==> src/hdl/prvc_pkg.sv <==
package prvc_pkg;

	localparam int ADDR_W  = 64;
	localparam int CNT_W   = 32;
	localparam int SHIFT_W = 5;
	localparam int KIND_W  = 2;

	localparam logic [SHIFT_W-1:0] SHIFT_RESET = 5'd12;

	localparam logic [KIND_W-1:0] KIND_VERDICT = 2'd0;
	localparam logic [KIND_W-1:0] KIND_PROBE   = 2'd1;
	localparam logic [KIND_W-1:0] KIND_ERROR   = 2'd2;

	localparam logic REQ_NEW    = 1'b0;
	localparam logic REQ_ANSWER = 1'b1;

	typedef enum logic [1:0] {
		ST_IDLE,
		ST_DEC,
		ST_LOOK,
		ST_ADV
	} state_t;

	typedef enum logic {
		AU_LAST,
		AU_NEXT
	} au_mode_t;

endpackage

==> src/hdl/prvc_cache.sv <==
module prvc_cache #(
	parameter int CACHE_SLOTS = 4
) (
	input  logic                        clk,
	input  logic                        arst_n,
	input  logic [prvc_pkg::ADDR_W-1:0] look_page,
	output logic                        hit,
	input  logic                        ins_en,
	input  logic [prvc_pkg::ADDR_W-1:0] ins_page
);

	localparam int IW = (CACHE_SLOTS > 1) ? $clog2(CACHE_SLOTS) : 1;
	localparam int FW = $clog2(CACHE_SLOTS + 1);

	logic [prvc_pkg::ADDR_W-1:0] slot_q [CACHE_SLOTS];
	logic [FW-1:0]               fill_q;
	logic [IW-1:0]               victim_q;
	logic                        full;
	logic [IW-1:0]               wr_idx;

	// slots fill in order from zero and never empty again, so the fill count
	// is the write index (the first free slot) until the cache is full, then the victim pointer
	assign full   = (fill_q == FW'(CACHE_SLOTS));
	assign wr_idx = full ? victim_q : fill_q[IW-1:0];

	always_comb begin
		hit = 1'b0;
		for (int i = 0; i < CACHE_SLOTS; i++) begin
			if ((FW'(i) < fill_q) && (slot_q[i] == look_page)) begin
				hit = 1'b1;
			end
		end
	end

	always_ff @(posedge clk or negedge arst_n) begin
		if (!arst_n) begin
			fill_q   <= '0;
			victim_q <= '0;
		end else if (ins_en) begin
			if (!full) begin
				fill_q <= fill_q + {{(FW-1){1'b0}}, 1'b1};
			end else if (victim_q == IW'(CACHE_SLOTS - 1)) begin
				victim_q <= '0;
			end else begin
				victim_q <= victim_q + {{(IW-1){1'b0}}, 1'b1};
			end
		end
	end

	always_ff @(posedge clk) begin
		if (ins_en) begin
			slot_q[wr_idx] <= ins_page;
		end
	end

endmodule

==> config.mk <==
export PLATFORM = sky130hd
export DESIGN_NAME = prvc_cache
export DESIGN_NICKNAME = d
export VERILOG_FILES = /design/src/hdl/prvc_pkg.sv /design/src/hdl/prvc_cache.sv
export SDC_FILE = /design/constraint.sdc
export NUM_CORES = 1
export LEC_CHECK = 0
export BUFFER_PORTS_ARGS = -buffer_cell sky130_fd_sc_hd__buf_2
export CORE_ASPECT_RATIO = 1.4
export CORE_UTILIZATION = 58
export DETAILED_ROUTE_END_ITERATION = 12
export GPL_TIMING_DRIVEN = 0
export PLACE_DENSITY_LB_ADDON = 0.2
export SLEW_MARGIN = 40
export SYNTH_ARGS = -nofsm -noshare
export SYNTH_HDL_FRONTEND = slang
export SYNTH_SLANG_ARGS = --single-unit
==> constraint.sdc <==
create_clock -name clk -period 7.9 [get_ports clk]
set_clock_uncertainty 0.2 [all_clocks]
set_input_delay 1.185 -clock clk [delete_from_list [all_inputs] [get_ports clk]]
set_output_delay 1.185 -clock clk [all_outputs]
set_load 0.005 [all_outputs]
; After elaboration in Yosys (flattened, before gate mapping)
; Memories as Yosys holds them, arrays and structs flattened.
; Cells that the tools add are included.
[totals]
out_inout_bits = 1
mem_bits_rw = 256
reg_bits = 5
n_memories = 1
input_bits = 131
[mem_list]
columns = memory, depth, width, read_ports, rd_clocked_by_memory_dff, write_ports, line_no
row1 = slot_q, 4, 64, 4, 0, 1, prvc_cache.sv:15  ; logic [prvc_pkg::ADDR_W-1:0] slot_q [CACHE_SLOTS];
[classes]
magnitude_cmp = 4
muxes = 8
eq_ne = 6
reduce_logical = 6
bitwise = 1
addsub = 2
[op_table]
columns = operator, count
row1 = 64-bit equality test, 4
row2 = "1-bit by 3-bit < comparator with 1-bit output, first input constant", 2
row3 = "2-bit by 3-bit < comparator with 1-bit output, first input constant", 2
row4 = 1-bit 2-to-1 mux, 6
row5 = 1-bit logical AND, 4
row6 = 2-bit 2-to-1 mux, 2
row7 = 2-bit AND reduction, 2
row8 = "3-bit by 1-bit adder with 3-bit output, second input constant", 1
row9 = "3-bit equality test, second input constant", 1
row10 = "2-bit by 1-bit adder with 2-bit output, second input constant", 1
row11 = "2-bit equality test, second input constant", 1
row12 = 1-bit NOT, 1

; Logic depth before layout (Yosys ltp)
[logic_depth]
ltp_word = 6
depth_mapped = 7
mapped_depth_nobuf = 6

; Least setup slack after synthesis
; OpenSTA, ideal clock, no wires.
[synth_timing]
path_type = input-to-reg
start = input ins_en
end = memory slot_q[3][0] (netlist name) (enable)
slack_ps = 1260
t_required_ps = 7115
stages = 1
arrival_ps = 5856
path_buffers = 0
cell_sequence = a21boi_0
[synth_between]
elab_chain_cells = 2
[synth_lines]
columns = item, line_no
row1 = from (decl), prvc_cache.sv:8  ; input logic ins_en,
row2 = 1-bit 2-to-1 mux, prvc_cache.sv:51  ; if (ins_en) begin
row3 = 1-bit 2-to-1 mux (not written as such), prvc_cache.sv:52  ; slot_q[wr_idx] <= ins_page;
row4 = to (decl), prvc_cache.sv:15
; Every way passes these cells.

; Worst setup path in the final report
[layout_timing]
start = input look_page[62] (netlist name)
end = output hit
[layout_between]
elab_chain_cells = 6
elab_cells_between_ends = 12
classes_between = 4 x eq/ne / 4 x mux / 4 x reduce/logical
[layout_lines]
columns = item, line_no
row1 = from (decl), prvc_cache.sv:6  ; input logic [prvc_pkg::ADDR_W-1:0] look_page,
row2 = 64-bit equality test, prvc_cache.sv:29  ; if ((FW'(i) < fill_q) && (slot_q[i] == look_page)) begin
row3 = 1-bit logical AND, prvc_cache.sv:29
row4 = 1-bit 2-to-1 mux (3 in a row), prvc_cache.sv:29
row5 = 1-bit 2-to-1 mux (*), prvc_cache.sv:29
row6 = to (decl), prvc_cache.sv:7  ; output logic hit,
; Mark *: on every way between the ends. The rest lies on a longest branch, timed or not.

==> metrics.txt <==
# TYPE chip_impl_metric gauge
chip_impl_metric{name="setup-violations-final",unit=""} 0
chip_impl_metric{name="tightest_slew_margin_relative_to_the_limit",unit="%"} 57.87
chip_impl_metric{name="worstPathArrival",unit="ns"} 3.22
chip_impl_metric{name="cell_internal_pwr",unit="mW"} 2.971
chip_impl_info{name="rr_endpoint",value="slot_q[2][12]"} 1
chip_impl_metric{name="drt_first_iter_violations",unit=""} 614
chip_impl_metric{name="grt_util_all_layers",unit="%"} 27.89
chip_impl_metric{name="grt_first_pass_wirelength",unit="mm"} 38.27
chip_impl_metric{name="rows",unit=""} 59
chip_impl_info{name="synth_area_leaders",value="edfxtp_1, xnor2_1, xor2_1, nand4_1, nor4_1"} 1
chip_impl_metric{name="die_outline_area",unit="µm²"} 19390
chip_impl_info{name="cts_tree",value="done"} 1
chip_impl_metric{name="start_util",unit="%"} 58.94
chip_impl_metric{name="worstSkewPairLatency",unit="ns"} 0.51
chip_impl_metric{name="num_clock_sinks",unit=""} 261
chip_impl_metric{name="synthesis.yosys.warnings",unit=""} 0
chip_impl_metric{name="period_minus_slack",unit="ns"} 4.600
chip_impl_metric{name="power_density",unit="nW/µm²"} 315.2
chip_impl_info{name="synth.cells.most_frequent",value="edfxtp_1, xnor2_1, xor2_1, nand4_1, nor4_1"} 1
chip_impl_metric{name="synth-edff-count",unit=""} 256
chip_impl_info{name="startpoint_to_endpoint_class_of_the_critical_path",value="in -> out"} 1
chip_impl_metric{name="synth_area_per_cell",unit="µm²"} 16.52
chip_impl_info{name="critical_path.most_common_cell",value="buf_2"} 1
chip_impl_metric{name="post_cts_resized",unit=""} 0
chip_impl_metric{name="cts.path.max_buffers",unit=""} 3
chip_impl_metric{name="cts_htree_levels",unit=""} 1
chip_impl_info{name="timing.critical_path.to_type",value="output port"} 1
chip_impl_metric{name="number_of_global_route_vias_before_repair",unit=""} 6269
chip_impl_metric{name="power.combinational.fraction",unit="%"} 20.9
chip_impl_metric{name="crit_required",unit="ns"} 6.51
chip_impl_metric{name="antenna_found_initial",unit=""} 2
chip_impl_metric{name="final.fill_count",unit=""} 1254
chip_impl_metric{name="globalRoute.totalOverflow",unit=""} 0
chip_impl_metric{name="detail_route.drc_violations",unit=""} 0
chip_impl_info{name="type_of_element_launching_the_critical_path",value="input pin"} 1
chip_impl_metric{name="detailroute.via_count",unit=""} 6155
chip_impl_metric{name="die_x",unit="µm"} 118.0
chip_impl_metric{name="max_stage_delay",unit="ns"} 0.44
chip_impl_metric{name="cts.clk_slew.worst_paths",unit="ns"} 0.06
chip_impl_metric{name="core_outline_area",unit="µm²"} 18530
chip_impl_info{name="outcome",value="finished, final reports clean"} 1
chip_impl_metric{name="hpwlAfterDp",unit="mm"} 20.23
chip_impl_info{name="synth.most_common_cell",value="edfxtp_1"} 1
chip_impl_metric{name="port_buffers",unit=""} 122
chip_impl_metric{name="timing.fmax",unit="MHz"} 217.4
chip_impl_metric{name="place.gp.congestion",unit=""} 0.8772
chip_impl_metric{name="drv_slew",unit=""} 0
chip_impl_info{name="crit_start",value="look_page[62]"} 1
chip_impl_metric{name="async_reset_ff_share",unit="%"} 1.916
chip_impl_info{name="synth-main-ff-cell",value="edfxtp_1"} 1
chip_impl_info{name="worstPathCellList",value="buf_2 -> xnor2_1 -> nand4_1 -> nor4_1 -> nand3_1 -> nor4_2 -> or4_1 -> buf_2"} 1
chip_impl_metric{name="cell_area_after_synthesis",unit="µm²"} 10920
chip_impl_metric{name="fin_crit_sh",unit="%"} 58.23
chip_impl_metric{name="power_leakage",unit="nW"} 4.426
chip_impl_metric{name="layout-drive-gt1-share",unit="%"} 22.33
chip_impl_metric{name="fin_setup_tns",unit="ns"} 0
chip_impl_metric{name="reg2reg_slack",unit="ns"} 5.11
chip_impl_metric{name="multi_input_area",unit="µm²"} 3039
chip_impl_metric{name="critical_path_peak_fanout",unit=""} 4
chip_impl_metric{name="cts_hold_repair_buffers",unit=""} 0
chip_impl_metric{name="routed_via_density",unit=""} 5.657
chip_impl_metric{name="cap_viol_max_count",unit=""} 0
chip_impl_metric{name="dieHeight",unit="µm"} 164.4
chip_impl_metric{name="layout.area.seq",unit="µm²"} 7812
chip_impl_metric{name="power.switching_fraction",unit="%"} 27.67
chip_impl_info{name="cts_root_buf",value="clkbuf_16"} 1
chip_impl_metric{name="post_cts_setup_inserts",unit=""} 0
chip_impl_metric{name="transition_at_the_pin_with_the_smallest_max_transition_slack",unit="ns"} 0.6261
chip_impl_metric{name="timing_hold_violations_final",unit=""} 0
chip_impl_metric{name="yosysUniqueCellTypes",unit=""} 39
chip_impl_metric{name="first_pass_iters",unit=""} 5
chip_impl_metric{name="power_frac_seq",unit="%"} 49.2
chip_impl_metric{name="maximum_number_of_pins_on_one_net_before_global_route_repair",unit=""} 34
chip_impl_info{name="hold_path.class",value="in -> async"} 1
chip_impl_metric{name="synthesis.instances",unit=""} 661
chip_impl_metric{name="finalWirelength",unit="mm"} 26.42
chip_impl_info{name="synth_largest_area_cell",value="edfxtp_1"} 1
chip_impl_info{name="reg2reg_from",value="fill_q[0]"} 1
chip_impl_info{name="grt_setup_unrepaired",value="false"} 1
chip_impl_metric{name="p_clk_share",unit="%"} 29.9
chip_impl_info{name="crit_path_top_delay_cell",value="nor4_1"} 1
chip_impl_metric{name="synthToLayoutAreaGrowth",unit="%"} 19.33
chip_impl_metric{name="ffs_latches_synth",unit=""} 261
chip_impl_metric{name="reg2regPathDepth",unit=""} 8
chip_impl_metric{name="ios",unit=""} 132
chip_impl_metric{name="yosysSeqAreaShare",unit="%"} 71.53
chip_impl_metric{name="mappedNetlistNets",unit=""} 795
chip_impl_metric{name="dp_worst_setup_slack",unit="ns"} 3.309
chip_impl_metric{name="synth.top_cell.area_share",unit="%"} 70.39
chip_impl_metric{name="design.final.nets",unit=""} 958
chip_impl_metric{name="switchingPower",unit="mW"} 1.137
chip_impl_metric{name="power.ir.vdd_worst",unit="V"} 0.0002069
chip_impl_metric{name="final_critical_path_setup_slack",unit="ns"} 3.300
chip_impl_metric{name="ant_nets",unit=""} 0
chip_impl_metric{name="numCtsBuffers",unit=""} 25
chip_impl_metric{name="wire_length_per_cell_after_detailed_routing",unit="µm"} 24.29
[logic make-up (layout without fill, tap and decap cells)]
| kind of cell | Yosys count | in the layout | synth area share (%) |
|---|---|---|---|
| compound gates | 22 | 22 | 1.512 |
| xor+xnor | 244 | 244 | 19.57 |
| buf+inv | 25 | 206 | 0.9509 |
| flops | 261 | 261 | 71.53 |
| simple gates | 104 | 104 | 5.888 |
| other cells | 0 | 2 | 0 |
| fa+ha+maj | 3 | 3 | 0.3437 |
| mux | 2 | 2 | 0.2062 |
[layout by cell type, fill, tap and decap left out, types with 3 or more instances in the layout]
cell type,instances
clkbuf_1,11
xor2_1,97
dfrtp_1,5
o22ai_1,4
buf_2,124
ha_1,3
nor4_1,31
nand4_1,41
buf_8,6
xnor2_1,147
bufinv_16,4
clkbuf_8,3
clkbuf_16,25
edfxtp_1,256
clkinv_2,3
inv_1,13
buf_16,7
clkinv_1,3
nor3_1,9
nand3_1,9
a31oi_1,3
[area by class of cell]
type	instances	area share (%)
diodes	2	0.03840
plain buffers	10	0.3648
clock buffers	32	5.232
clock inverters	13	1.315
inverters	15	0.4320
multi-input cells	375	23.32
flip-flops and latches	261	59.95
well taps	244	2.343
repair buffers	136	7.008
[critical path: cells and delay by family]
family	cells	cell delay [ns]
and+or+nand+nor	5	1.42
xor gates and xnor gates	1	0.34
buffers and inverters	2	0.27
[metrics by stage]
stage	cell area (µm²)	hold slack, ns	cells	power (mW)	util [%]
after floorplan	10920	0.3467	661	2.491	-
after global placement	11840	0.3691	1027	2.816	63.89
after detailed placement	12170	0.3882	1041	2.911	65.70
after CTS	13030	0.2660	1086	4.128	70.31
after global routing	13030	0.2746	1087	4.251	70.32
final	13030	0.2801	1088	4.108	70.34
[registers in the layout, summed over array words and instances (netlist names)]
signal / flops
slot_q: 256
fill_q: 3
victim_q: 2
[metal layers]
metal / track usage [%] / up-vias / share of wire [%]
met5: 0 / - / 0
met4: 13.64 / 0 / 4.7
met3: 4.028 / 61 / 5.9
met2: 48.18 / 271 / 51
met1: 34.61 / 3027 / 39
li1: - / 2796 / -
[worst max path at each step]
stage and endpoint:
2_1_floorplan slot_q[3][0], 3_3_place_gp slot_q[3][53], 3_5_place_dp hit, 4_1_cts hit
5_1_grt hit, 6_report hit
[power by group through the flow]
stage | Sequential (mW) | Combinational [mW] | Clock [mW]
5_1_grt | 2.05 | 0.917 | 1.29
3_5_place_dp | 2.05 | 0.860 | 0
3_3_place_gp | 2.11 | 0.705 | 0
6_report | 2.02 | 0.858 | 1.23
2_1_floorplan | 2.06 | 0.429 | 0
4_1_cts | 2.02 | 0.867 | 1.24
No activity file was read; power rests on OpenSTA's default activity.
